## config.mk

```make
export PLATFORM = sky130hd
export DESIGN_NAME = biquad_lowpass_filter_core_flat
export DESIGN_NICKNAME = d
export VERILOG_FILES = /design/src/bqlp_pkg.sv /design/src/bqlp_if.sv /design/src/bqlp_sequencer.sv /design/src/bqlp_datapath.sv /design/src/biquad_lowpass_filter_core.sv /design/src/flat_wrapper.sv
export SDC_FILE = /design/constraint.sdc
export NUM_CORES = 2
export LEC_CHECK = 0
export ABC_AREA = 1
export ABC_CLOCK_PERIOD_IN_PS = 20100
export BUFFER_PORTS_ARGS = -buffer_cell sky130_fd_sc_hd__clkbuf_2
export CAP_MARGIN = 20
export CORE_MARGIN = 3
export CORE_UTILIZATION = 30
export DETAILED_ROUTE_END_ITERATION = 10
export SLEW_MARGIN = 20
export SYNTH_ARGS = -nofsm -noshare
export SYNTH_HDL_FRONTEND = slang
export SYNTH_SLANG_ARGS = --single-unit
```

## constraint.sdc

```tcl
create_clock -name clk -period 20.1 [get_ports clk]
set_input_delay 1.005 -clock clk [delete_from_list [all_inputs] [get_ports clk]]
set_output_delay 1.005 -clock clk [all_outputs]
set_load 0.02 [all_outputs]
```

## src/bqlp_pkg.sv

```systemverilog
// Package: shared constants, control word types and the microcode program of the biquad core.
package bqlp_pkg;

    localparam int COEF_BITS      = 32;
    localparam int STATE_BITS     = 48;
    localparam int GAIN_FRAC_BITS = 26;
    localparam int SPLIT_BITS     = 24;
    localparam int HALF_BITS      = SPLIT_BITS + 1;
    localparam int PROD_BITS      = COEF_BITS + HALF_BITS;
    localparam int ACC_BITS       = 84;
    localparam int CFG_INDEX_BITS = 3;
    localparam int CFG_DATA_BITS  = COEF_BITS;
    localparam int UCODE_LEN      = 18;
    localparam int PC_BITS        = $clog2(UCODE_LEN);

    typedef logic [PC_BITS-1:0] pc_t;

    localparam pc_t START_STEP = '0;

    typedef enum logic [CFG_INDEX_BITS-1:0] {
        REG_A1, REG_A2, REG_B0, REG_B1, REG_B2, REG_GAIN
    } reg_index_t;

    typedef enum logic [1:0] {SQ_NEXT, SQ_WAIT_IN, SQ_LAST} seq_op_t;
    typedef enum logic [2:0] {CF_A1, CF_A2, CF_B0, CF_B1, CF_B2, CF_GAIN} coef_sel_t;
    typedef enum logic [1:0] {OP_Z1, OP_Z2, OP_M, OP_W} opnd_sel_t;
    typedef enum logic [2:0] {ACC_HOLD, ACC_LOAD_X, ACC_LOAD_P, ACC_ADD, ACC_SUB} acc_op_t;
    typedef enum logic [1:0] {WR_NONE, WR_M, WR_W, WR_Y} wr_op_t;

    typedef struct packed {
        seq_op_t   seq;
        pc_t       target;
        logic      mul_en;
        coef_sel_t coef;
        opnd_sel_t opnd;
        logic      hi_half;
        acc_op_t   acc_op;
        logic      acc_sh;
        logic      rnd_gain;
        wr_op_t    wr;
    } ucode_word_t;

    typedef struct packed {
        ucode_word_t word;
        logic        fire;
    } seq_ctrl_t;

    typedef struct packed {
        logic signed [COEF_BITS-1:0] a1;
        logic signed [COEF_BITS-1:0] a2;
        logic signed [COEF_BITS-1:0] b0;
        logic signed [COEF_BITS-1:0] b1;
        logic signed [COEF_BITS-1:0] b2;
        logic signed [COEF_BITS-1:0] gain;
    } coef_set_t;

    localparam ucode_word_t NOP_WORD =
        '{SQ_LAST, START_STEP, 1'b0, CF_A1, OP_Z1, 1'b0, ACC_HOLD, 1'b0, 1'b0, WR_NONE};

    // Each 32x48 product is two passes of the 32x25 multiplier (low half, then high half);
    // the accumulate of a pass happens one step after it, from the product register.
    function automatic ucode_word_t ucode_rom(pc_t pc);
        ucode_word_t w;
        w = NOP_WORD;
        case (pc)
            // m = x - a1*z1 - a2*z2
            5'd0:  w = '{SQ_WAIT_IN, START_STEP, 1'b1, CF_A1, OP_Z1, 1'b0,
                         ACC_LOAD_X, 1'b0, 1'b0, WR_NONE};
            5'd1:  w = '{SQ_NEXT, START_STEP, 1'b1, CF_A1, OP_Z1, 1'b1,
                         ACC_SUB, 1'b0, 1'b0, WR_NONE};
            5'd2:  w = '{SQ_NEXT, START_STEP, 1'b1, CF_A2, OP_Z2, 1'b0,
                         ACC_SUB, 1'b1, 1'b0, WR_NONE};
            5'd3:  w = '{SQ_NEXT, START_STEP, 1'b1, CF_A2, OP_Z2, 1'b1,
                         ACC_SUB, 1'b0, 1'b0, WR_NONE};
            5'd4:  w = '{SQ_NEXT, START_STEP, 1'b0, CF_A1, OP_Z1, 1'b0,
                         ACC_SUB, 1'b1, 1'b0, WR_NONE};
            5'd5:  w = '{SQ_NEXT, START_STEP, 1'b0, CF_A1, OP_Z1, 1'b0,
                         ACC_HOLD, 1'b0, 1'b0, WR_M};
            // w = b0*m + b1*z1 + b2*z2
            5'd6:  w = '{SQ_NEXT, START_STEP, 1'b1, CF_B0, OP_M, 1'b0,
                         ACC_HOLD, 1'b0, 1'b0, WR_NONE};
            5'd7:  w = '{SQ_NEXT, START_STEP, 1'b1, CF_B0, OP_M, 1'b1,
                         ACC_LOAD_P, 1'b0, 1'b0, WR_NONE};
            5'd8:  w = '{SQ_NEXT, START_STEP, 1'b1, CF_B1, OP_Z1, 1'b0,
                         ACC_ADD, 1'b1, 1'b0, WR_NONE};
            5'd9:  w = '{SQ_NEXT, START_STEP, 1'b1, CF_B1, OP_Z1, 1'b1,
                         ACC_ADD, 1'b0, 1'b0, WR_NONE};
            5'd10: w = '{SQ_NEXT, START_STEP, 1'b1, CF_B2, OP_Z2, 1'b0,
                         ACC_ADD, 1'b1, 1'b0, WR_NONE};
            5'd11: w = '{SQ_NEXT, START_STEP, 1'b1, CF_B2, OP_Z2, 1'b1,
                         ACC_ADD, 1'b0, 1'b0, WR_NONE};
            5'd12: w = '{SQ_NEXT, START_STEP, 1'b0, CF_A1, OP_Z1, 1'b0,
                         ACC_ADD, 1'b1, 1'b0, WR_NONE};
            5'd13: w = '{SQ_NEXT, START_STEP, 1'b0, CF_A1, OP_Z1, 1'b0,
                         ACC_HOLD, 1'b0, 1'b0, WR_W};
            // y = g*w
            5'd14: w = '{SQ_NEXT, START_STEP, 1'b1, CF_GAIN, OP_W, 1'b0,
                         ACC_HOLD, 1'b0, 1'b1, WR_NONE};
            5'd15: w = '{SQ_NEXT, START_STEP, 1'b1, CF_GAIN, OP_W, 1'b1,
                         ACC_LOAD_P, 1'b0, 1'b1, WR_NONE};
            5'd16: w = '{SQ_NEXT, START_STEP, 1'b0, CF_A1, OP_Z1, 1'b0,
                         ACC_ADD, 1'b1, 1'b1, WR_NONE};
            5'd17: w = '{SQ_LAST, START_STEP, 1'b0, CF_A1, OP_Z1, 1'b0,
                         ACC_HOLD, 1'b0, 1'b1, WR_Y};
            default: w = NOP_WORD;
        endcase
        return w;
    endfunction

endpackage

```

## src/bqlp_if.sv

```systemverilog
// Interfaces: valid/ready stream channels for input samples and filtered samples.
interface bqlp_in_if #(parameter int SAMPLE_BITS = 24);
    logic                          valid;
    logic                          ready;
    logic signed [SAMPLE_BITS-1:0] sample_in;
    logic                          block_end_in;

    modport source (output valid, output sample_in, output block_end_in, input ready);
    modport sink   (input valid, input sample_in, input block_end_in, output ready);
endinterface

interface bqlp_out_if #(parameter int SAMPLE_BITS = 24);
    logic                          valid;
    logic                          ready;
    logic signed [SAMPLE_BITS-1:0] sample_out;
    logic                          block_end_out;

    modport source (output valid, output sample_out, output block_end_out, input ready);
    modport sink   (input valid, input sample_out, input block_end_out, output ready);
endinterface

```

## src/bqlp_sequencer.sv

```systemverilog
// Microcode sequencer: step counter, program lookup and wait/jump control.
module bqlp_sequencer (
    input  logic                clk,
    input  logic                rst_n,
    input  logic                in_valid,
    input  logic                out_free,
    output bqlp_pkg::seq_ctrl_t ctrl,
    output logic                in_ready
);
    import bqlp_pkg::*;

    pc_t         pc_reg;
    pc_t         pc_next;
    ucode_word_t word;
    logic        fire;

    assign word = ucode_rom(pc_reg);

    always_comb
    begin
        unique case (word.seq)
            SQ_WAIT_IN: fire = in_valid;
            SQ_LAST:    fire = out_free;
            default:    fire = 1'b1;
        endcase
    end

    always_comb
    begin
        pc_next = pc_reg;
        if (fire)
        begin
            if (word.seq == SQ_LAST)
                pc_next = word.target;
            else
                pc_next = PC_BITS'(pc_reg + 1'b1);
        end
    end

    always_ff @(posedge clk or negedge rst_n)
    begin
        if (!rst_n)
            pc_reg <= START_STEP;
        else
            pc_reg <= pc_next;
    end

    assign ctrl.word = word;
    assign ctrl.fire = fire;
    assign in_ready  = (word.seq == SQ_WAIT_IN);

    a_wait_at_start: assert property (@(posedge clk) disable iff (!rst_n)
        (word.seq == SQ_WAIT_IN) |-> (pc_reg == START_STEP))
        else $error("sequencer waits for input away from the start step");

    a_last_returns: assert property (@(posedge clk) disable iff (!rst_n)
        (fire && word.seq == SQ_LAST) |=> (pc_reg == START_STEP))
        else $error("program did not return to the start step");

endmodule

```

## src/bqlp_datapath.sv

```systemverilog
// Datapath: shared 32x25 multiplier, wide accumulator, saturating write-back and delay line.
module bqlp_datapath #(
    parameter int SAMPLE_BITS    = 24,
    parameter int COEF_FRAC_BITS = 28
) (
    input  logic                          clk,
    input  logic                          rst_n,
    input  bqlp_pkg::seq_ctrl_t           ctrl,
    input  bqlp_pkg::coef_set_t           coefs,
    input  logic signed [SAMPLE_BITS-1:0] sample,
    output logic signed [SAMPLE_BITS-1:0] result
);
    import bqlp_pkg::*;

    localparam logic signed [ACC_BITS-1:0] HALF_COEF = ACC_BITS'(1) << (COEF_FRAC_BITS - 1);
    localparam logic signed [ACC_BITS-1:0] HALF_GAIN = ACC_BITS'(1) << (GAIN_FRAC_BITS - 1);
    localparam logic signed [STATE_BITS-1:0] STATE_MAX = {1'b0, {(STATE_BITS-1){1'b1}}};
    localparam logic signed [STATE_BITS-1:0] STATE_MIN = {1'b1, {(STATE_BITS-1){1'b0}}};
    localparam logic signed [SAMPLE_BITS-1:0] SAMPLE_MAX = {1'b0, {(SAMPLE_BITS-1){1'b1}}};
    localparam logic signed [SAMPLE_BITS-1:0] SAMPLE_MIN = {1'b1, {(SAMPLE_BITS-1){1'b0}}};

    logic signed [STATE_BITS-1:0] delay_one_reg;
    logic signed [STATE_BITS-1:0] delay_two_reg;
    logic signed [STATE_BITS-1:0] m_reg;
    logic signed [STATE_BITS-1:0] w_reg;
    logic signed [ACC_BITS-1:0]   acc_reg;
    logic signed [ACC_BITS-1:0]   acc_next;
    logic signed [PROD_BITS-1:0]  prod_reg;
    logic signed [PROD_BITS-1:0]  prod_next;

    logic signed [COEF_BITS-1:0]  coef_op;
    logic signed [STATE_BITS-1:0] opnd;
    logic signed [HALF_BITS-1:0]  half_op;
    logic signed [ACC_BITS-1:0]   prod_ext;
    logic signed [ACC_BITS-1:0]   addend;
    logic signed [ACC_BITS-1:0]   half_const;
    logic signed [ACC_BITS-1:0]   shifted;
    logic signed [STATE_BITS-1:0] state_sat;
    logic [ACC_BITS-STATE_BITS:0]   state_top;
    logic [ACC_BITS-SAMPLE_BITS:0]  sample_top;

    always_comb
    begin
        unique case (ctrl.word.coef)
            CF_A1:   coef_op = coefs.a1;
            CF_A2:   coef_op = coefs.a2;
            CF_B0:   coef_op = coefs.b0;
            CF_B1:   coef_op = coefs.b1;
            CF_B2:   coef_op = coefs.b2;
            CF_GAIN: coef_op = coefs.gain;
            default: coef_op = coefs.a1;
        endcase
    end

    always_comb
    begin
        unique case (ctrl.word.opnd)
            OP_Z1:   opnd = delay_one_reg;
            OP_Z2:   opnd = delay_two_reg;
            OP_M:    opnd = m_reg;
            default: opnd = w_reg;
        endcase
    end

    // low half unsigned, high half carries the sign
    assign half_op = ctrl.word.hi_half ? $signed({opnd[STATE_BITS-1], opnd[STATE_BITS-1:SPLIT_BITS]})
                                       : $signed({1'b0, opnd[SPLIT_BITS-1:0]});
    assign prod_next = coef_op * half_op;

    assign prod_ext   = ACC_BITS'(prod_reg);
    assign addend     = ctrl.word.acc_sh ? (prod_ext <<< SPLIT_BITS) : prod_ext;
    assign half_const = ctrl.word.rnd_gain ? HALF_GAIN : HALF_COEF;

    always_comb
    begin
        unique case (ctrl.word.acc_op)
            ACC_LOAD_X: acc_next = (ACC_BITS'(sample) <<< COEF_FRAC_BITS) | HALF_COEF;
            ACC_LOAD_P: acc_next = addend + half_const;
            ACC_ADD:    acc_next = acc_reg + addend;
            ACC_SUB:    acc_next = acc_reg - addend;
            default:    acc_next = acc_reg;
        endcase
    end

    // rounding half is already in the accumulator; drop the fraction and clamp
    assign shifted    = ctrl.word.rnd_gain ? (acc_reg >>> GAIN_FRAC_BITS)
                                           : (acc_reg >>> COEF_FRAC_BITS);
    assign state_top  = shifted[ACC_BITS-1:STATE_BITS-1];
    assign sample_top = shifted[ACC_BITS-1:SAMPLE_BITS-1];

    always_comb
    begin
        if ((&state_top) || !(|state_top))
            state_sat = shifted[STATE_BITS-1:0];
        else
            state_sat = shifted[ACC_BITS-1] ? STATE_MIN : STATE_MAX;
    end

    always_comb
    begin
        if ((&sample_top) || !(|sample_top))
            result = shifted[SAMPLE_BITS-1:0];
        else
            result = shifted[ACC_BITS-1] ? SAMPLE_MIN : SAMPLE_MAX;
    end

    always_ff @(posedge clk)
    begin
        if (ctrl.fire)
        begin
            if (ctrl.word.mul_en)
                prod_reg <= prod_next;
            acc_reg <= acc_next;
            if (ctrl.word.wr == WR_M)
                m_reg <= state_sat;
            if (ctrl.word.wr == WR_W)
                w_reg <= state_sat;
        end
    end

    always_ff @(posedge clk or negedge rst_n)
    begin
        if (!rst_n)
        begin
            delay_one_reg <= '0;
            delay_two_reg <= '0;
        end
        else if (ctrl.fire && ctrl.word.wr == WR_Y)
        begin
            delay_two_reg <= delay_one_reg;
            delay_one_reg <= m_reg;
        end
    end

endmodule

```

## src/biquad_lowpass_filter_core.sv

```systemverilog
// Top level: biquad low-pass core with configuration registers and output word register.
//
//  channel  | dir | handshake     | word
//  ---------+-----+---------------+----------------------------------------
//  din      | in  | valid/ready   | sample_in (signed), block_end_in
//  dout     | out | valid/ready   | sample_out (signed), block_end_out
//  cfg      | in  | cfg_wr_en     | cfg_index, cfg_data (32 bit)
//
//  A word is taken once per run of the 18-step program: one wait step plus 17 program steps,
//  i.e. six 32x48 products as two passes each of the shared 32x25 multiplier, three steps
//  that add the last pass of a sum and three saturating write-backs.
//  The finished word sits in an output register; the next input is taken while it waits.
//  The last step stalls only if the previous word has still not been taken.
//  Reset clears the delay line, restores the coefficient defaults and empties dout.
module biquad_lowpass_filter_core #(
    parameter int SAMPLE_BITS    = 24,
    parameter int COEF_FRAC_BITS = 28
) (
    input  logic                                  clk,
    input  logic                                  rst_n,
    input  logic                                  cfg_wr_en,
    input  logic [bqlp_pkg::CFG_INDEX_BITS-1:0]   cfg_index,
    input  logic [bqlp_pkg::CFG_DATA_BITS-1:0]    cfg_data,
    bqlp_in_if.sink                               din,
    bqlp_out_if.source                            dout
);
    import bqlp_pkg::*;

    localparam logic signed [COEF_BITS-1:0] ONE_COEF = COEF_BITS'(1) << COEF_FRAC_BITS;
    localparam logic signed [COEF_BITS-1:0] ONE_GAIN = COEF_BITS'(1) << GAIN_FRAC_BITS;

    coef_set_t coefs_reg;
    seq_ctrl_t ctrl;
    logic      in_ready;
    logic      out_free;
    logic      load_out;
    logic      flag_reg;

    logic                          out_valid_reg;
    logic                          out_valid_next;
    logic signed [SAMPLE_BITS-1:0] out_sample_reg;
    logic                          out_flag_reg;
    logic signed [SAMPLE_BITS-1:0] result;

    // configuration: unknown indexes are dropped
    always_ff @(posedge clk or negedge rst_n)
    begin
        if (!rst_n)
        begin
            coefs_reg.a1   <= '0;
            coefs_reg.a2   <= '0;
            coefs_reg.b0   <= ONE_COEF;
            coefs_reg.b1   <= '0;
            coefs_reg.b2   <= '0;
            coefs_reg.gain <= ONE_GAIN;
        end
        else if (cfg_wr_en)
        begin
            unique case (cfg_index)
                REG_A1:   coefs_reg.a1   <= cfg_data;
                REG_A2:   coefs_reg.a2   <= cfg_data;
                REG_B0:   coefs_reg.b0   <= cfg_data;
                REG_B1:   coefs_reg.b1   <= cfg_data;
                REG_B2:   coefs_reg.b2   <= cfg_data;
                REG_GAIN: coefs_reg.gain <= cfg_data;
                default:  ;
            endcase
        end
    end

    // the output slot is free if empty or being emptied this cycle
    assign out_free = !out_valid_reg || dout.ready;

    bqlp_sequencer u_seq (
        .clk      (clk),
        .rst_n    (rst_n),
        .in_valid (din.valid),
        .out_free (out_free),
        .ctrl     (ctrl),
        .in_ready (in_ready)
    );

    bqlp_datapath #(
        .SAMPLE_BITS    (SAMPLE_BITS),
        .COEF_FRAC_BITS (COEF_FRAC_BITS)
    ) u_dp (
        .clk    (clk),
        .rst_n  (rst_n),
        .ctrl   (ctrl),
        .coefs  (coefs_reg),
        .sample (din.sample_in),
        .result (result)
    );

    assign din.ready = in_ready;
    assign load_out  = ctrl.fire && (ctrl.word.wr == WR_Y);

    // block end flag rides alongside the sample untouched
    always_ff @(posedge clk)
    begin
        if (din.valid && in_ready)
            flag_reg <= din.block_end_in;
        if (load_out)
        begin
            out_sample_reg <= result;
            out_flag_reg   <= flag_reg;
        end
    end

    always_comb
    begin
        out_valid_next = out_valid_reg;
        if (load_out)
            out_valid_next = 1'b1;
        else if (dout.ready)
            out_valid_next = 1'b0;
    end

    always_ff @(posedge clk or negedge rst_n)
    begin
        if (!rst_n)
            out_valid_reg <= 1'b0;
        else
            out_valid_reg <= out_valid_next;
    end

    assign dout.valid         = out_valid_reg;
    assign dout.sample_out    = out_sample_reg;
    assign dout.block_end_out = out_flag_reg;

    a_no_overwrite: assert property (@(posedge clk) disable iff (!rst_n)
        load_out |-> (!out_valid_reg || dout.ready))
        else $error("output word overwritten before it was taken");

    a_one_at_a_time: assert property (@(posedge clk) disable iff (!rst_n)
        (din.valid && din.ready) |=> !din.ready)
        else $error("input taken again while a sample is in progress");

endmodule
```

## src/flat_wrapper.sv

```systemverilog
// flat-port wrapper written by rule: the top's interface ports become plain ports
module biquad_lowpass_filter_core_flat import bqlp_pkg::*;
#(
    parameter int SAMPLE_BITS    = 24,
    parameter int COEF_FRAC_BITS = 28
)
  (clk, rst_n, cfg_wr_en, cfg_index, cfg_data, din_valid, din_sample_in, din_block_end_in, din_ready, dout_valid, dout_sample_out, dout_block_end_out, dout_ready);
  bqlp_in_if #(.SAMPLE_BITS(SAMPLE_BITS)) din_i ();
  bqlp_out_if #(.SAMPLE_BITS(SAMPLE_BITS)) dout_i ();
  input  logic clk;
  input  logic rst_n;
  input  logic cfg_wr_en;
  input  logic [bqlp_pkg::CFG_INDEX_BITS-1:0] cfg_index;
  input  logic [bqlp_pkg::CFG_DATA_BITS-1:0] cfg_data;
  input wire logic [$bits(din_i.valid)-1:0] din_valid;
  input wire logic [$bits(din_i.sample_in)-1:0] din_sample_in;
  input wire logic [$bits(din_i.block_end_in)-1:0] din_block_end_in;
  output wire logic [$bits(din_i.ready)-1:0] din_ready;
  output wire logic [$bits(dout_i.valid)-1:0] dout_valid;
  output wire logic [$bits(dout_i.sample_out)-1:0] dout_sample_out;
  output wire logic [$bits(dout_i.block_end_out)-1:0] dout_block_end_out;
  input wire logic [$bits(dout_i.ready)-1:0] dout_ready;
  assign din_i.valid = din_valid;
  assign din_i.sample_in = din_sample_in;
  assign din_i.block_end_in = din_block_end_in;
  assign din_ready = din_i.ready;
  assign dout_valid = dout_i.valid;
  assign dout_sample_out = dout_i.sample_out;
  assign dout_block_end_out = dout_i.block_end_out;
  assign dout_i.ready = dout_ready;
  biquad_lowpass_filter_core #(.SAMPLE_BITS(SAMPLE_BITS), .COEF_FRAC_BITS(COEF_FRAC_BITS)) u_core (.clk(clk), .rst_n(rst_n), .cfg_wr_en(cfg_wr_en), .cfg_index(cfg_index), .cfg_data(cfg_data), .din(din_i), .dout(dout_i));
endmodule
```

After elaboration in Yosys (flattened, before gate mapping)
Memories as Yosys holds them, arrays and structs flattened.
Index checks and enable logic that the tools add are counted.
Storage, ports and cells
  bits in registers: 557
  memory bits (read-only): 512
  input bits: 65
  output and inout bits: 27
  memories: 1
Memory list
  (no name shown): words 32, bits a word 16, read ports 1, clocked after Yosys merged registers in 0, write ports 0, RTL line bqlp_pkg.sv:65  | case (pc)
Operators by class
  add/subtract/negate cells: 4
  multiply operators: 1
  equality and inequality tests: 21
  multiplexer cells: 15
  reduce and logical (&&, ||, !) cells: 26
Operators with widths (number)
  $pmux 84 s4: 1
  $pmux 32 s5: 1
  $pmux 48 s3: 1
  $mux 48: 2
  $add 84x81->84: 1
  $sub 84x81->84: 1
  $add 81x29->82: 1
  $mux 80: 1
  $reduce_and 61->1: 1
  $reduce_or 61->1: 1
  $mul 32x25->57: 1
  $mux 57: 1
  $mux 24: 2
  $reduce_and 37->1: 1
  $reduce_or 37->1: 1
  $mux 28: 1
  $mux 25: 1
  $reduce_and 2->1: 10
  $eq 3x2->1 const B: 6
  $eq 3x3->1 const B: 5
  $eq 3x1->1 const B: 3
  $eq 2x2->1 const B: 4
  $eq 2x1->1 const B: 3
  $add 5x1->5 const B: 1
  10 further kinds: 16

Depth between registers and ports, before layout
An unclocked memory read counts as a cell.
  word-level depth: 6
  depth in mapped cells: 45
  depth with buffers taken out: 44

Hierarchy
Synthesis repeated with hierarchy kept, for this count alone.
Second synthesis, totals
  cell total of the unflattened synthesis: 8789
  area total of the unflattened synthesis: 66337.4 um^2
Modules (own cells, without submodules)
  bqlp_datapath: instances 1, cells each 7817, area each 57320.0 um^2, sequential area each 9519.1 um^2
  biquad_lowpass_filter_core: instances 1, cells each 874, area each 8291.7 um^2, sequential area each 5612.9 um^2
  bqlp_sequencer: instances 1, cells each 98, area each 725.7 um^2, sequential area each 125.1 um^2

Worst setup path before layout
OpenSTA, ideal clock, no wires.
  path kind: register to register
  from: register u_core.u_seq.pc_reg[2]
  to: register u_core.u_dp.prod_reg[52], data pin
  arrival time: 8.174 ns
  path slack: 11.668 ns
  cell stages (with the launch flop): 37
  path buffers: 2
  period minus slack after synthesis: 8.432 ns
  cells stage by stage: dfrtp_1 -> inv_2 -> ha_1 -> o21ai_2 -> inv_2 -> nor3_2 -> clkbuf_1 -> a221oi_1 -> nand4_1 -> o21ai_1 -> inv_1 -> clkbuf_1 -> nand2_1 -> fa_1 -> inv_1 -> fa_1 -> inv_1 -> fa_1 -> fa_1 -> inv_1 -> fa_1 -> fa_1 -> inv_1 -> fa_1 -> inv_1 -> ha_1 -> nand2_1 -> nor2_1 -> nand4_1 -> or2_2 -> inv_1 -> nor2_1 -> o21ai_0 -> nand2_1 -> o21ai_0 -> a21oi_1 -> xnor2_1
Between the ends
  longest elaborated chain between the ends: 5
Ends and longest elaborated chain
  from (decl): RTL line bqlp_sequencer.sv:12  | pc_t pc_reg;
  from (signal assigned): RTL line bqlp_sequencer.sv:45  | pc_reg <= pc_next;
  $mem_v2 32x16 (*)
  $eq 2x2->1 (tied with other cells): RTL line bqlp_datapath.sv:57  | unique case (ctrl.word.opnd)
  $pmux 48 s3: RTL line bqlp_datapath.sv:57
  $mux 25: RTL line bqlp_datapath.sv:66  | assign half_op = ctrl.word.hi_half ? $signed({opnd[STATE_BITS-1], opnd[STATE_BITS-1:SPLIT_BITS]})
  $mul 32x25->57 (*): RTL line bqlp_datapath.sv:68  | assign prod_next = coef_op * half_op;
  net u_core.u_dp.prod_next[52]: RTL line bqlp_datapath.sv:29  | logic signed [PROD_BITS-1:0] prod_next;
  to (signal assigned): RTL line bqlp_datapath.sv:112  | prod_reg <= prod_next;
  to (decl): RTL line bqlp_datapath.sv:28  | logic signed [PROD_BITS-1:0] prod_reg;
Mark *: on every way through the listed nets, which the timed path passes. The rest lies on a longest branch.
A chain may end at the register's enable or synchronous reset.

Worst setup path after layout
Ends and elaborated chain as after synthesis.

==> key figures <==
Clock tree
  – Clock Sinks: 557
  – TritonCTS Buffers: 70
  – Root Driver: clkbuf_16
  – Clk slew on worst S/H paths: 0.06 ns
  – H-tree depth: 3
  – Post_cts resized: 0
  – CTS max path bufs: 3
  – Worst-skew pair later-pin latency: 0.72 ns
  – Hold buffer count at cts: 0
  – CTS tree: built
  – Post-CTS Setup Inserts: 0

Layout
  – Share of cells above drive strength 1: 5.73%
  – Final #Nets: 9,329
  – Final Core Density: 33.1%
  – Final Non-Filler Cells: 11,100
  – Max reg flops: 192
  – Area Overhead vs Synth: 9.43%

STA
  – Pins Over Slew Limit: 0
  – Clock skew: 0.0428 ns
  – Setup_tns: 0 ns
  – Worst-Margin Slew: 1.25 ns
  – Max frequency: 89.0 MHz
  – Slew margin rel.: 15.5%
  – Period Utilization, post-route: 55.9%
  – WHS: 0.345 ns
  – RSZ-0062 raised after global routing: no
  – Number of hold violations in the final report: 0
  – Final min period: 11.23 ns
  – Setup violators final: 0

Synth
  – Post-synth EDFFs: 263
  – Synth Cell Area: 0.0643 mm²
  – Main synth FF type: dfrtp_1
  – #FFs+latches synth: 557
  – Syn Nets: 9,368
  – Post-synthesis sequential area ratio: 23.7%
  – Post-synth cell types: 66
  – Fraction of registers with async set/reset: 52.8%
  – Cell taking the most area after synthesis: fa_1
  – Synth area leaders: fa_1, edfxtp_1, dfrtp_1, nand2_1, inv_1
  – Post-synth top area share: 25.5%
  – Syn Inst Count: 8,231
  – Syn_area_per_cell: 7.81 µm²
  – Synth warnings: 0

Critical path
  – CP required: 20.56 ns
  – Worst setup SP type: flip-flop
  – CP max stage delay: 0.58 ns
  – Kind of critical path: reg -> reg
  – Crit path DAT: 11.69 ns
  – Crit. End Element: flip-flop
  – CP max stage cell: dfrtp_1
  – Critical path peak fanout: 35

Floorplan
  – Standard-cell row count: 169
  – Initial cell density of the core: 30.2%
  – Core ar.: 0.213 mm²
  – Overall die height: 469 µm
  – I/O pins: 92
  – Die Wd: 469 µm
  – Die area: 0.220 mm²

Route
  – WL final: 260,000 µm
  – Vias post-DR: 57,300
  – First drt pass iteration count: 6
  – # DRC: 0
  – Via/cell ratio: 5.18
  – Routed WL per cell: 23.5 µm
  – ANT nets after route: 0
  – DRT iter0 DRCs: 6,109

Status
  – Status: completed

Global routing
  – Initial antenna violation count: 2
  – Largest net degree at the start of global routing: 110
  – First-pass GRT wire length: 383,000 µm
  – GRT Residual Overflow: 0
  – GRT Total Usage: 23.6%
  – Vias in the first global route: 57,500

Hold path
  – Worst Hold Class: in -> async

Placed design
  – Hpwl dp: 211,000 µm
  – I/O Buffers: 91
  – Cells after DPL: 10,900
  – RD Place Congestion: 1.09

Job
  – Max cap viols: 0
-- critical path, delay by kind of cell, from the launching register on --
family / cells / cell delay [ns]
flops: 1 / 0.58
buf+inv: 16 / 3.31
xor+xnor: 1 / 0.14
fa+ha+maj: 9 / 4.29
simple gates: 9 / 1.58
compound gates: 5 / 1.06
-- cell usage in the layout, fill, tap and decap left out, drive strengths merged, types with 91 or more instances in the layout --
master / Yosys / routed
dfrtp: 292 / 292
buf: 120 / 102
a21oi: 264 / 264
nand4: 91 / 91
edfxtp: 263 / 263
o21ai: 678 / 678
xor2: 102 / 102
ha: 252 / 252
nand2: 1783 / 1783
nand3: 387 / 387
clkbuf: 183 / 183
fa: 820 / 820
nor2: 955 / 955
inv: 1548 / 1551
-- stage by stage --
stage | instance area [µm²] | worst slack [ns]
2_1_floorplan | 64300 | 11.67
3_3_place_gp | 67900 | 9.10
3_5_place_dp | 67900 | 8.97
4_1_cts | 70300 | 8.94
5_1_grt | 70300 | 8.23
6_report | 70300 | 8.87
-- worst paths after layout --
path	end	slack, ns	cells after the start	start
setup / recovery	u_core.u_dp.prod_reg[52]	8.87	40	u_core.u_seq.pc_reg[2]
hold / removal	u_core.coefs_reg[54]	0.35	1	rst_n
setup reg to reg	u_core.u_dp.prod_reg[52]	8.87	40	u_core.u_seq.pc_reg[2]
hold reg to reg	u_core.u_dp.delay_two_reg[47]	0.48	2	u_core.u_dp.delay_one_reg[47]
max in group asynchronous	u_core.u_dp.delay_two_reg[28]	16.70	4	rst_n
min in group clk	u_core.u_dp.delay_two_reg[47]	0.48	2	u_core.u_dp.delay_one_reg[47]
-- Yosys cell counts, drive strengths merged (3+ instances only) --
| cell type | count |
|---|---|
| a211oi | 3 |
| a21boi | 16 |
| a21o | 19 |
| a21oi | 264 |
| a221oi | 40 |
| a22oi | 3 |
| a31oi | 30 |
| and2 | 4 |
| and3 | 6 |
| buf | 120 |
| clkbuf | 183 |
| clkinv | 12 |
| dfrtp | 292 |
| edfxtp | 263 |
| fa | 820 |
| ha | 252 |
| inv | 1548 |
| mux2i | 23 |
| nand2 | 1783 |
| nand3 | 387 |
| nand3b | 18 |
| nand4 | 91 |
| nor2 | 955 |
| nor3 | 75 |
| nor4 | 14 |
| o211ai | 18 |
| o21a | 22 |
| o21ai | 678 |
| o21bai | 26 |
| o221ai | 30 |
| o22ai | 34 |
| o31ai | 4 |
| or2 | 29 |
| xnor2 | 54 |
| xor2 | 102 |
-- layout make-up --
type                    count  area [µm²]
clock buffers              93        1950
diodes                      4        10.0
well taps                2821        3530
clock inverters            36         507
repair buffers            192        1220
fillers                 22600      142000
inverters                1560        5860
multi-input cells        5811       42000
flip-flops and latches    557       15300
-- logic make-up after synthesis --
| family | Yosys count | synth area share [%] |
|---|---|---|
| adders and majority gates | 1072 | 30.4 |
| muxes | 23 | 0.358 |
| and+or+nand+nor | 3362 | 21.5 |
| buffers and inverters | 1863 | 11.2 |
| AOI/OAI and AO/OA | 1198 | 10.6 |
| DFF | 557 | 23.7 |
| xor gates and xnor gates | 156 | 2.13 |
-- layer usage --
metal  share of wire [%]  GRT usage [%]  routed length (µm)  vias up
li1                    -              -                   -    25700
met1                  42           32.0              110000    28600
met5                   0              0                   0        -
met3                 8.7           4.62               22500      474
met4                 5.3           10.7               13700        0
met2                  44           36.2              113000     2623
Power is not shown: default switching activity piles up to over one toggle a cycle in this logic, so the estimate is an artifact.
